<file path="src/rtl/bgpe_pkg.sv">
package bgpe_pkg;

    // Default sizes of the glyph store and of the largest font
    localparam int DEF_MAX_GLYPHS = 256;
    localparam int DEF_MAX_ROWS   = 8;
    localparam int DEF_MAX_COLS   = 8;

    // One glyph row is an 8-bit bitmap, bit 7 leftmost
    localparam int GLYPH_BITS = 8;

    // Store address as carried in the queue; wide enough for the largest store
    localparam int STORE_ADDR_W = 13;

    // Front-to-back command queue
    localparam int QUEUE_DEPTH = 2;

    // APB port
    localparam int PADDR_W = 5;
    localparam int PDATA_W = 32;

    // Register reset values
    localparam logic [31:0] FRAME_BASE_RST  = 32'd0;
    localparam logic [15:0] ROW_PITCH_RST   = 16'd4096;
    localparam logic [3:0]  FONT_WIDTH_RST  = 4'd8;
    localparam logic [3:0]  FONT_HEIGHT_RST = 4'd8;
    localparam logic [8:0]  GLYPH_COUNT_RST = 9'd256;

    typedef enum logic [2:0] {
        REG_FRAME_BASE  = 3'd0,
        REG_ROW_PITCH   = 3'd1,
        REG_FONT_WIDTH  = 3'd2,
        REG_FONT_HEIGHT = 3'd3,
        REG_GLYPH_COUNT = 3'd4
    } reg_idx_t;

    typedef enum logic {
        REQ_LOAD = 1'b0,
        REQ_DRAW = 1'b1
    } req_kind_t;

    typedef enum logic [1:0] {
        BK_IDLE,
        BK_LOAD,
        BK_EMIT
    } back_state_t;

    typedef struct packed {
        logic        req_type;
        logic [15:0] char_code;
        logic [7:0]  column;
        logic [7:0]  text_row;
        logic [31:0] fg_color;
        logic [31:0] bg_color;
        logic [7:0]  load_glyph;
        logic [2:0]  load_row;
        logic [7:0]  load_bits;
    } req_t;

    typedef struct packed {
        logic [31:0] pixel_address;
        logic [31:0] pixel_color;
        logic        last_pixel;
    } pix_t;

    // Live configuration, width and height already clamped to the legal range
    typedef struct packed {
        logic [31:0] frame_base;
        logic [15:0] row_pitch;
        logic [3:0]  width;
        logic [3:0]  height;
        logic [8:0]  glyph_count;
    } cfg_t;

    // Classified command handed from front to back
    typedef struct packed {
        logic                    is_draw;
        logic [STORE_ADDR_W-1:0] addr;
        logic [GLYPH_BITS-1:0]   bits;
        logic [31:0]             origin;
        logic [31:0]             fg;
        logic [31:0]             bg;
    } cmd_t;

endpackage

</file>
<file path="src/rtl/bgpe_queue.sv">
module bgpe_queue
    import bgpe_pkg::*;
(
    input  logic clk,
    input  logic rst_n,
    input  cmd_t push_cmd,
    input  logic push_valid,
    output logic push_ready,
    output cmd_t head_cmd,
    output logic head_valid,
    input  logic pop
);

    localparam int PTR_W = (QUEUE_DEPTH > 1) ? $clog2(QUEUE_DEPTH) : 1;
    localparam int CNT_W = $clog2(QUEUE_DEPTH + 1);

    cmd_t             slot_reg [QUEUE_DEPTH];
    logic [PTR_W-1:0] wr_ptr_reg;
    logic [PTR_W-1:0] wr_ptr_next;
    logic [PTR_W-1:0] rd_ptr_reg;
    logic [PTR_W-1:0] rd_ptr_next;
    logic [CNT_W-1:0] count_reg;
    logic [CNT_W-1:0] count_next;
    logic             wr;
    logic             rd;

    assign push_ready = (count_reg != CNT_W'(QUEUE_DEPTH));
    assign head_valid = (count_reg != '0);
    assign head_cmd   = slot_reg[rd_ptr_reg];

    assign wr = push_valid && push_ready;
    assign rd = pop && head_valid;

    always_comb
    begin
        wr_ptr_next = wr ? wr_ptr_reg + PTR_W'(1) : wr_ptr_reg;
        rd_ptr_next = rd ? rd_ptr_reg + PTR_W'(1) : rd_ptr_reg;
        count_next  = count_reg + CNT_W'(wr) - CNT_W'(rd);
    end

    always_ff @(posedge clk or negedge rst_n)
    begin
        if (!rst_n)
        begin
            wr_ptr_reg <= '0;
            rd_ptr_reg <= '0;
            count_reg  <= '0;
        end
        else
        begin
            wr_ptr_reg <= wr_ptr_next;
            rd_ptr_reg <= rd_ptr_next;
            count_reg  <= count_next;
        end
    end

    always_ff @(posedge clk)
    begin
        if (wr)
        begin
            slot_reg[wr_ptr_reg] <= push_cmd;
        end
    end

endmodule

</file>
<file path="config.mk">
export PLATFORM = sky130hd
export DESIGN_NAME = bgpe_queue
export DESIGN_NICKNAME = d
export VERILOG_FILES = /design/src/rtl/bgpe_pkg.sv /design/src/rtl/bgpe_queue.sv
export SDC_FILE = /design/constraint.sdc
export NUM_CORES = 1
export LEC_CHECK = 0
export ABC_AREA = 1
export BUFFER_PORTS_ARGS = -buffer_cell sky130_fd_sc_hd__buf_2
export CAP_MARGIN = 25
export CORE_MARGIN = 2
export CORE_UTILIZATION = 30
export DETAILED_ROUTE_END_ITERATION = 6
export GPL_TIMING_DRIVEN = 0
export PLACE_DENSITY = 0.53
export SYNTH_ARGS = -nofsm -noshare
export SYNTH_HDL_FRONTEND = slang
export SYNTH_SLANG_ARGS = --single-unit
</file>
<file path="constraint.sdc">
create_clock -name clk -period 7.75 [get_ports clk]
set_input_delay 1.9375 -clock clk [delete_from_list [all_inputs] [get_ports clk]]
set_output_delay 1.9375 -clock clk [all_outputs]
set_load 0.005 [all_outputs]
</file>
After elaboration in Yosys (flattened, before gate mapping)
Memories as Yosys holds them, arrays and structs flattened.
Index checks and enable logic that the tools add are counted.
{ "totals": {"register_bits": 4, "ramBits": 236, "in_bits": 122, "output_inout_bits": 120, "word_cells": 14, "memories": 1} }
{ "mem_list": {"columns": ["name", "depth", "word_bits", "read_ports", "rd_clocked_by_memory_dff", "write_ports", "line", "text"], "rows": [
  ["slot_reg", 2, 118, 1, 0, 1, "bgpe_queue.sv:17", "cmd_t slot_reg [QUEUE_DEPTH];"]
]} }
{ "classes": {"n_addsub": 4, "eq_ne": 1, "mux": 2, "n_reduce_logical": 3} }
{ "op_table": {"columns": ["operator", "n"], "rows": [
  ["adder 1 bit (second input constant)", 2],
  ["adder 2 x 1 -> 2 bit", 1],
  ["logical AND 1 bit", 2],
  ["two-way mux 1 bit", 2],
  ["inequality test 2 bit (second input constant)", 1],
  ["nonzero test 2 bit", 1],
  ["subtractor 2 x 1 -> 2 bit", 1]
]} }

Longest topological paths before layout
{ "logic_depth": {"ltp_word": 4, "mapped_depth": 12, "depth_no_buf": 12} }

Worst setup path after synthesis
No wires, ideal clock.
{ "synth_path": {"kind": "input to register", "from": "input push_valid", "to": "memory slot_reg[1][0] in the netlist's numbering (enable)", "setup_ns": 0.598, "t_arrival_ns": 6.969, "t_required_ns": 7.152, "path_slack_ns": 0.183, "stages": 2, "n_path_buf": 0, "path_cell_list": "nand2_1 -> nor2_1"} }
{ "synth_via": {"elab_chain_len": 3} }
{ "synth_rtl": {"columns": ["element", "line", "text"], "rows": [
  ["start: declaration", "bgpe_queue.sv:7", "input logic push_valid,"],
  ["logical AND 1 bit", "bgpe_queue.sv:31", "assign wr = push_valid && push_ready;"],
  ["two-way mux 1 bit", "bgpe_queue.sv:59", "if (wr)"],
  ["two-way mux 1 bit (implied by the code)", "bgpe_queue.sv:61", "slot_reg[wr_ptr_reg] <= push_cmd;"],
  ["end: declaration", "bgpe_queue.sv:17", null]
]} }
No other way between the ends.

==> out/results.tsv <==
stage	metric	value	unit
sta	final setup vio count	0	
sta	Final Slew Violations	0	
cts	Clock Latency Late Sink	530	ps
sta	final clock skew	12.1	ps
worst_setup_path	Crit-path slowest cell	dfrtp_1	
routing	drt first pass iters	4	
final_layout	Area Overhead vs Synth	30.8	%
floorplan	IO Pins	242	
synth	most frequent cell after synthesis	nand2_1	
synth	Mean Syn Cell Area	13.6	um^2
placed_design	Placed Cells	1281	
floorplan	# rows	62	
power	Cell Pwr Density	382	mW/mm^2
run_status	run status	finished clean	
sta	Least-Margin Pin Slew	696	ps
power	sequential share of power	0.415	
routing	Vias	5488	
synth	cells after synthesis	648	
final_layout	Final #Nets	1048	
cts	clock sinks	240	
cts	post-cts resize count	0	
synth	Synth Register Bits	240	
routing	Avg WL per Cell	15.3	um
routing	Vias/cell	4.12	
grt	initial antenna violation count	4	
sta	fmax	270	MHz
final_layout	multi-input logic area	0.00144	mm^2
worst_setup_path	CP Max Fanout	10	
power	Clk pwr share	0.277	
worst_setup_path	Critical Path AT	1770	ps
routing	Met2 Routed Length	9.38	mm
placed_design	pre-CTS setup slack	4210	ps
synth	Mapped Area	0.00880	mm^2
floorplan	Die W	175	um
floorplan	core area	0.0288	mm^2
cts	Post-CTS Hold Buffers	0	
sta	setup ws final	4040	ps
final_layout	register area	0.00719	mm^2
power	Tot Pwr	4.40	mW
floorplan	Initial Util	0.306	
sta	Max-slew headroom	0.535	
synth	Netlist cell types	13	
cts	TritonCTS clock tree	done	
synth	Warnings, synthesis	0	
routing	Post-route DRC	0	
routing	Top Metal Used	met5	
worst_setup_path	crit path cell chain	inv_1 -> buf_4 -> buf_2 -> nand2_1 -> nand2_1 -> buf_2	
worst_setup_path	Worst Setup End Kind	output port	
floorplan	Die ar.	0.0307	mm^2
cts	TritonCTS buffer count	26	
sta	hold slack	556	ps
power	leakage	4.93	nW
cts	H-tree levels	1	
synth	sequential-to-total area share from yosys stat	0.817	
final_layout	fraction of layout cells with a size suffix above 1	0.328	
synth	Post-synth EDFFs	236	
grt	GRT Total Usage	0.130	
grt	largest net degree at the start of global routing	30	
synth	Commonest cells post-synth	nand2_1, edfxtp_1, buf_2	
power	cell internal pwr	3.00	mW
placed_design	port bufs	241	
routing	final WL	20.4	mm
routing	post-route ant nets	0	
cts	# Post-CTS Setup Buffers	0	
worst_setup_path	worst stage delay on the critical path	370	ps
cts	clk buf depth	3	
synth	top post-synthesis cells by area	edfxtp_1, nand2_1, dfrtp_1	
hold_path	type of the most critical hold path	reg2reg	
synth	Yosys top cell area share	0.805	
worst_setup_path	Crit Path Category	reg2out	
final_layout	max reg flops	236	
final_layout	layout filler cell count	2746	
cts	Worst-path clk slew	60	ps
sta	minimum clock period	3710	ps
worst_setup_path	Critical Path RT	5810	ps
synth	cell taking the most area after synthesis	edfxtp_1	
placed_design	DP HPWL	13.7	mm
job	maxcap violations	0	
worst_setup_path	crit start category	flop	
sta	part of the cycle the worst path needs	0.479	
power	Sw Ratio	0.318	
sta	final hold viol count	0	
power	Comb power frac	0.308	
power	Net Sw Power	1.40	mW
sta	RSZ-0062 raised after global routing	false	
worst_setup_path	CP top delay family	buffers and inverters	
synth	Top FF cell, synth	edfxtp_1	
synth	Syn Nets	771	
final_layout	fin cells	1331	
routing	routed wl met3	2.09	mm
routing	DRC violation total after the first TritonRoute iteration	300	
grt	first-pass GRT wire length	30.5	mm
cts	CTS root buf	clkbuf_16	
routing	met1 WL	8.50	mm
worst_setup_path	Worst Path Buf+Inv	4	
final_layout	utilization after layout	0.400	
placed_design	Placer Congestion	0.716	
floorplan	die height	175	um
power	Worst VDD drop	159	uV
synth	asr flop ratio synth	0.0167	
grt	grt ovf	0	
grt	vias in the first global route	5418	
[power by group through the flow]
stage | sequential (mW) | clock, mW | combinational (mW)
2_1_floorplan | 1.91 | 0 | 0.680
3_3_place_gp | 1.96 | 0 | 1.33
3_5_place_dp | 1.85 | 0 | 1.40
4_1_cts | 1.83 | 1.25 | 1.41
5_1_grt | 1.85 | 1.30 | 1.54
6_report | 1.83 | 1.22 | 1.35
[cells by family after synthesis]
family / after synthesis / synth area share
flip-flops: 240 / 0.817
buffers and inverters: 34 / 0.0215
AND/OR/NAND/NOR: 370 / 0.158
AO/OA/AOI/OAI: 2 / 0.00114
adder cells (fa/ha/maj): 1 / 0.00142
XOR/XNOR: 1 / 0.000996
[per-layer routing]
metal,GRT usage,up-vias
met4,0.0368,4
met5,0,-
met1,0.164,2506
met2,0.210,188
met3,0.0470,41
li1,-,2749
[final timing paths]
check                             start               to  slack, ps  cells after the start
setup / recovery             rd_ptr_reg     head_cmd[49]       4040                      6
hold / removal             count_reg[0]     count_reg[0]        560                      1
setup reg to reg           count_reg[1]  slot_reg[1][45]       5750                      5
hold reg to reg            count_reg[0]     count_reg[0]        560                      1
max in group asynchronous         rst_n     count_reg[1]       6420                      1
min in group asynchronous         rst_n     count_reg[0]       1200                      1
[through the flow]
step | setup TNS [ps] | cell area (um^2)
6_report | 0 | 11500
5_1_grt | 0 | 11500
4_1_cts | 0 | 11500
3_5_place_dp | 0 | 10700
3_3_place_gp | -803300 | 10500
2_1_floorplan | 0 | 8800
[layout by cell type, fill, tap and decap left out, drive strengths merged]
cell type  Yosys  routed
a21oi          1       1
buf           26     275
bufinv         0       3
clkbuf         0      32
clkinv         0      12
clkinvlp       0       1
dfrtp          4       4
diode          0       2
edfxtp       236     236
ha             1       1
inv            8       8
nand2        363     363
nand3          2       2
nor2           5       5
o21ai          1       1
xor2           1       1
[cell type report]
type | count | area share
well taps | 384 | 0.0418
multi-input cells | 374 | 0.125
flip-flops and latches | 240 | 0.625
clock inverters | 16 | 0.0126
repair buffers | 249 | 0.119
inverters | 8 | 0.00261
plain buffers | 26 | 0.0138
clock buffers | 32 | 0.0604
diodes | 2 | 0.000435
(Power assumes the default switching activity.)
