## config.mk

```make
export PLATFORM = sky130hd
export DESIGN_NAME = bgpe_front
export DESIGN_NICKNAME = d
export VERILOG_FILES = /design/src/rtl/bgpe_pkg.sv /design/src/rtl/bgpe_front.sv
export SDC_FILE = /design/constraint.sdc
export NUM_CORES = 1
export LEC_CHECK = 0
export BUFFER_PORTS_ARGS = -buffer_cell sky130_fd_sc_hd__buf_2
export CAP_MARGIN = 20
export CORE_UTILIZATION = 30
export CTS_CLUSTER_DIAMETER = 30
export DETAILED_ROUTE_END_ITERATION = 8
export SYNTH_ARGS = -nofsm -noshare
export SYNTH_HDL_FRONTEND = slang
export SYNTH_SLANG_ARGS = --single-unit
```

## constraint.sdc

```tcl
create_clock -name clk -period 11.2 [get_ports clk]
set_input_delay 2.24 -clock clk [delete_from_list [all_inputs] [get_ports clk]]
set_output_delay 2.24 -clock clk [all_outputs]
set_load 0.01 [all_outputs]
```

## src/rtl/bgpe_pkg.sv

```systemverilog
package bgpe_pkg;

    // Default sizes of the glyph store and of the largest font
    localparam int DEF_MAX_GLYPHS = 256;
    localparam int DEF_MAX_ROWS   = 8;
    localparam int DEF_MAX_COLS   = 8;

    // One glyph row is an 8-bit bitmap, bit 7 leftmost
    localparam int GLYPH_BITS = 8;

    // Store address as carried in the queue; wide enough for the largest store
    localparam int STORE_ADDR_W = 13;

    // Front-to-back command queue
    localparam int QUEUE_DEPTH = 2;

    // APB port
    localparam int PADDR_W = 5;
    localparam int PDATA_W = 32;

    // Register reset values
    localparam logic [31:0] FRAME_BASE_RST  = 32'd0;
    localparam logic [15:0] ROW_PITCH_RST   = 16'd4096;
    localparam logic [3:0]  FONT_WIDTH_RST  = 4'd8;
    localparam logic [3:0]  FONT_HEIGHT_RST = 4'd8;
    localparam logic [8:0]  GLYPH_COUNT_RST = 9'd256;

    typedef enum logic [2:0] {
        REG_FRAME_BASE  = 3'd0,
        REG_ROW_PITCH   = 3'd1,
        REG_FONT_WIDTH  = 3'd2,
        REG_FONT_HEIGHT = 3'd3,
        REG_GLYPH_COUNT = 3'd4
    } reg_idx_t;

    typedef enum logic {
        REQ_LOAD = 1'b0,
        REQ_DRAW = 1'b1
    } req_kind_t;

    typedef enum logic [1:0] {
        BK_IDLE,
        BK_LOAD,
        BK_EMIT
    } back_state_t;

    typedef struct packed {
        logic        req_type;
        logic [15:0] char_code;
        logic [7:0]  column;
        logic [7:0]  text_row;
        logic [31:0] fg_color;
        logic [31:0] bg_color;
        logic [7:0]  load_glyph;
        logic [2:0]  load_row;
        logic [7:0]  load_bits;
    } req_t;

    typedef struct packed {
        logic [31:0] pixel_address;
        logic [31:0] pixel_color;
        logic        last_pixel;
    } pix_t;

    // Live configuration, width and height already clamped to the legal range
    typedef struct packed {
        logic [31:0] frame_base;
        logic [15:0] row_pitch;
        logic [3:0]  width;
        logic [3:0]  height;
        logic [8:0]  glyph_count;
    } cfg_t;

    // Classified command handed from front to back
    typedef struct packed {
        logic                    is_draw;
        logic [STORE_ADDR_W-1:0] addr;
        logic [GLYPH_BITS-1:0]   bits;
        logic [31:0]             origin;
        logic [31:0]             fg;
        logic [31:0]             bg;
    } cmd_t;

endpackage

```

## src/rtl/bgpe_front.sv

```systemverilog
module bgpe_front
    import bgpe_pkg::*;
#(
    parameter int MAX_GLYPHS = DEF_MAX_GLYPHS,
    parameter int MAX_ROWS   = DEF_MAX_ROWS
)
(
    input  logic clk,
    input  logic rst_n,
    input  cfg_t cfg,
    input  req_t req_word,
    input  logic req_valid,
    output logic req_ready,
    output cmd_t push_cmd,
    output logic push_valid,
    input  logic push_ready
);

    logic                    a_vld_reg;
    logic                    a_vld_next;
    logic                    a_draw_reg;
    logic                    a_keep_reg;
    logic [STORE_ADDR_W-1:0] a_addr_reg;
    logic [GLYPH_BITS-1:0]   a_bits_reg;
    logic [31:0]             a_fg_reg;
    logic [31:0]             a_bg_reg;
    logic [11:0]             a_trow_h_reg;
    logic [11:0]             a_col_off_reg;

    logic                    accept;
    logic                    a_done;
    logic                    is_draw;
    logic                    glyph_ok;
    logic                    load_ok;
    logic [15:0]             glyph_sel;
    logic [STORE_ADDR_W-1:0] draw_base;
    logic [STORE_ADDR_W-1:0] load_addr;
    logic [11:0]             trow_h;
    logic [11:0]             col_off;
    logic [27:0]             row_off;

    // Classify the incoming word
    always_comb
    begin
        is_draw   = (req_word.req_type == REQ_DRAW);
        glyph_ok  = (req_word.char_code != 16'd0)
                 && (32'(req_word.char_code) < 32'(cfg.glyph_count))
                 && (32'(req_word.char_code) < 32'(MAX_GLYPHS));
        glyph_sel = glyph_ok ? req_word.char_code : 16'd0;
        draw_base = STORE_ADDR_W'(32'(glyph_sel) * 32'(MAX_ROWS));
        load_ok   = (32'(req_word.load_glyph) < 32'(MAX_GLYPHS))
                 && (32'(req_word.load_row) < 32'(MAX_ROWS));
        load_addr = STORE_ADDR_W'(32'(req_word.load_glyph) * 32'(MAX_ROWS)
                                  + 32'(req_word.load_row));
        trow_h    = {4'd0, req_word.text_row} * {8'd0, cfg.height};
        col_off   = {4'd0, req_word.column} * ({8'd0, cfg.width} + 12'd1);
    end

    // Out-of-range loads retire here without entering the queue
    assign a_done     = a_vld_reg && (!a_keep_reg || push_ready);
    assign req_ready  = !a_vld_reg || a_done;
    assign accept     = req_valid && req_ready;
    assign a_vld_next = accept ? 1'b1 : (a_done ? 1'b0 : a_vld_reg);

    always_ff @(posedge clk or negedge rst_n)
    begin
        if (!rst_n)
        begin
            a_vld_reg <= 1'b0;
        end
        else
        begin
            a_vld_reg <= a_vld_next;
        end
    end

    always_ff @(posedge clk)
    begin
        if (accept)
        begin
            a_draw_reg    <= is_draw;
            a_keep_reg    <= is_draw || load_ok;
            a_addr_reg    <= is_draw ? draw_base : load_addr;
            a_bits_reg    <= req_word.load_bits;
            a_fg_reg      <= req_word.fg_color;
            a_bg_reg      <= req_word.bg_color;
            a_trow_h_reg  <= trow_h;
            a_col_off_reg <= col_off;
        end
    end

    // Cell origin: base + text_row*h*pitch + column*(w+1)*4, mod 2^32
    assign row_off = {16'd0, a_trow_h_reg} * {12'd0, cfg.row_pitch};

    always_comb
    begin
        push_cmd.is_draw = a_draw_reg;
        push_cmd.addr    = a_addr_reg;
        push_cmd.bits    = a_bits_reg;
        push_cmd.origin  = cfg.frame_base + {4'd0, row_off}
                         + {18'd0, a_col_off_reg, 2'b00};
        push_cmd.fg      = a_fg_reg;
        push_cmd.bg      = a_bg_reg;
    end

    assign push_valid = a_vld_reg && a_keep_reg;

endmodule

```

== Yosys cells after proc, flatten, opt, wreduce, memory -nomap -nowiden ==
Index checks and enable logic that the tools add are counted.
Widths: inputs -> output; s select.
Operators by class
  add/subtract/negate cells: 4
  multiply operators: 3
  order comparisons: 2
  mux-type cells: 4
  reductions and logical operators: 8
Operator list (count)
  $add 32x14->32: 1
  $add 32x28->32: 1
  $mul 12x16->28: 1
  $lt 16x9->1: 1
  $lt 16x9->1 const B: 1
  $reduce_bool 16->1: 1
  $mux 13: 1
  $add 11x3->12: 1
  $mul 8x4->12: 1
  $mul 8x5->12: 1
  $mux 10: 1
  $add 4x1->5 const B: 1
  $logic_and 1x1->1: 4
  $mux 1: 2
  $reduce_bool 2->1: 1
  $logic_not 1->1: 1
  $logic_or 1x1->1: 1
Storage, ports and cells
  register bits: 111
  input bits: 185
  output and inout port bits: 120
  logic and storage cells: 30

== Depth between registers and ports, before layout ==
  depth after elaboration: 5
  gate-level depth with buffers: 22
  mapped depth without buffers: 21

== Least setup slack after synthesis ==
Ideal clock, no wire load.
  path type: input to output
  start point: input cfg[27] (netlist bit)
  end point: output push_cmd[93] (netlist bit)
  data arrival time: 7260 ps
  required time: 8960 ps
  path slack: 1700 ps
  cell stages on the path: 20
  path buffers: 1
  path through: clkbuf_1 -> and2_1 -> fa_1 -> inv_1 -> fa_1 -> inv_1 -> fa_1 -> fa_1 -> fa_1 -> inv_1 -> fa_1 -> inv_1 -> ha_1 -> a21oi_1 -> nand2_1 -> o21ai_0 -> nand2_1 -> a31oi_1 -> o31ai_1 -> xor2_1
RTL lines
  start, declared: line bgpe_front.sv:10  | input cfg_t cfg,
  end, declared: line bgpe_front.sv:14  | output cmd_t push_cmd,

==> results.sh <==
export IMPL_status="completed"
export IMPL_clk_path_buf_depth=2
export IMPL_cts_resized=0
export IMPL_cpMostUsedCell="fa_1"
export IMPL_synthArstFlopShare_pct=0.901
export IMPL_cts_sinks=111
export IMPL_grtUsageTotal_pct=15.4
export IMPL_via_count=9693
export IMPL_post_cts_buffers=0
export IMPL_cp_arrival_ns=7.95
export IMPL_cp_required_ns=8.96
export IMPL_drtIter0Drc=417
export IMPL_max_freq_mhz=98.2
export IMPL_syn_inst=1258
export IMPL_syn2layout_area_growth_pct=18.6
export IMPL_setup_viol=0
export IMPL_synth_top_area_share_pct=31.3
export IMPL_path_cells="buf_2 -> and2_1 -> fa_1 -> inv_1 -> fa_1 -> inv_1 -> fa_1 -> fa_1 -> fa_1 -> inv_1 -> fa_1 -> inv_1 -> ha_1 -> a21oi_1 -> nand2_1 -> o21ai_0 -> nand2_1 -> a31oi_1 -> o21bai_1 -> xor2_1 -> buf_2"
export IMPL_clk_pin_slew_ns=0.08
export IMPL_rows=76
export IMPL_grt_pass1_vias=10300
export IMPL_drive_above_1_share_pct=21.2
export IMPL_ant_nets=0
export IMPL_cts_tree="done"
export IMPL_worst_pin_slew_ns=0.887
export IMPL_reg2reg_from="a_vld_reg"
export IMPL_seq_area_frac_synth_pct=25.1
export IMPL_die_width_um=212
export IMPL_io_pins=305
export IMPL_drt_wl_total_mm=32.9
export IMPL_cts_hold_buf=0
export IMPL_via_per_inst=4.55
export IMPL_synth_area_leaders="fa_1, edfxtp_1, ha_1"
export IMPL_ys_types=51
export IMPL_start_kind="primary input"
export IMPL_cp_top_family="adder cells"
export IMPL_finalHoldViolations=0
export IMPL_relSlewSlack_pct=40.9
export IMPL_layout_common_cells="buf_2, inv_1, fa_1, nand2_1, ha_1"
export IMPL_worstHoldPathType="flop to flop"
export IMPL_num_fill_cells=4423
export IMPL_syn_area_per_cell_um2=10.5
export IMPL_startpoint="cfg[26]"
export IMPL_crit_fanout=12
export IMPL_grt_pass1_wl_mm=53.2
export IMPL_post_route_period_util_pct=91.0
export IMPL_worstSetupPathType="primary input to primary output"
export IMPL_skew_ns=0.00906
export IMPL_synth_top_area_cell="fa_1"
export IMPL_synth_edff_count=110
export IMPL_numCtsBuffers=9
export IMPL_cp_end_kind="primary output"
export IMPL_rsz0062_at_grt="false"
export IMPL_yosysWarnings=0
export IMPL_gp_congestion=0.873
export IMPL_drc=0
export IMPL_die_height_um=212
export IMPL_dieArea_um2=45000
export IMPL_cpMaxStageDelayCell="a31oi_1"
export IMPL_worst_path_buf_inv=6
export IMPL_cts_root_buf="clkbuf_16"
export IMPL_clk_latency_ns=0.38
export IMPL_dr_pass1_iters=5
export IMPL_final_nets=2067
export IMPL_min_from="a_vld_reg"
export IMPL_post_drt_wl_per_cell_um=15.4
export IMPL_synthFlopType="edfxtp_1"
export IMPL_antenna_found_initial=4
export IMPL_htreeDepth=3
export IMPL_core_area_um2=43300
export IMPL_start_util_pct=30.6
export IMPL_port_buffers=304
export IMPL_finalMaxSlewViolations=0
export IMPL_grt_max_degree=68
export IMPL_syn_area_um2=13200
export IMPL_maxCapViolations=0
export IMPL_ys_seq_elements=111
export IMPL_grt_overflow_total=0
export IMPL_final_common_cell="buf_2"
export IMPL_period_needed_ns=10.19
export IMPL_finalSetupTns_ns=0
export IMPL_max_stage_delay_ns=0.56
export IMPL_hpwl_mm=28.5
## metrics by stage
stage               utilization, %  setup WS, ns  cell area [um2]  hold slack (ns)  instances
finish                        36.3          1.01            15700            0.563       2132
global route                  36.3         0.669            15700            0.621       2132
CTS                           36.3          1.05            15700            0.571       2130
detailed placement            35.5          1.08            15400            0.550       2114
global placement              35.5          1.08            15400            0.568       2114
floorplan                        -          1.70            13200            0.622       1259
## synthesized netlist by cell type, types with 2 or more instances
master,n
a211oi_1,3
a21o_1,16
a21oi_1,38
a21oi_2,3
a22o_1,8
a31oi_1,5
and2_1,132
and3_1,2
buf_4,2
clkbuf_1,32
edfxtp_1,110
fa_1,207
ha_1,135
inv_1,233
nand2_1,151
nand2b_1,9
nand3_1,6
nand4_1,5
nand4b_1,2
nor2_1,17
nor2b_1,17
nor3_1,12
nor4_1,3
o211ai_1,4
o21ai_0,25
o21ai_1,4
o21bai_1,3
o221ai_1,2
o31ai_1,2
or2_2,2
or3_1,4
xnor2_1,28
xor2_1,18
## logic make-up after synthesis
kind of cell,share of synthesized area (%)
buf+inv,7.67
other cells,0.0283
mux,0.0756
compound gates,5.99
xor+xnor,3.04
flops,25.1
simple gates,14.0
fa+ha+maj,44.1
## worst paths after layout
kind | endpoint | cells after the start | slack [ns]
setup / recovery | push_cmd[89] | 21 | 1.01
hold / removal | a_vld_reg | 2 | 0.56
setup reg to reg | a_col_off_reg[2] | 3 | 8.90
hold reg to reg | a_vld_reg | 2 | 0.56
max in group asynchronous | a_vld_reg | 1 | 9.51
min in group asynchronous | a_vld_reg | 1 | 1.61
## layer usage
metal	global-route usage, %	share of wire (%)
met2	26.4	51
met5	0	0.049
met1	18.6	40
met3	4.12	6.6
met4	5.22	2.3
## worst register-to-register path, cell delays in order, from the launching register on
cell      delay (ns)
dfrtp_1         0.39
nand2b_1        0.12
and2_4          0.56
buf_4           0.81
## cell type report
cell class                 instances  area [um2]  share of cell area (%)
antenna                            2        5.00                  0.0319
timing repair buffer             305        1530                    9.74
clock inverter                     7         101                   0.646
tap                              585         732                    4.66
clock buffer                       9         225                    1.43
sequential                       111        3330                    21.2
inverter                         233         875                    5.57
multi-input combinational        880        8900                    56.7
Power is not shown: default switching activity piles up to over one toggle a cycle in this logic, so the estimate is an artifact.
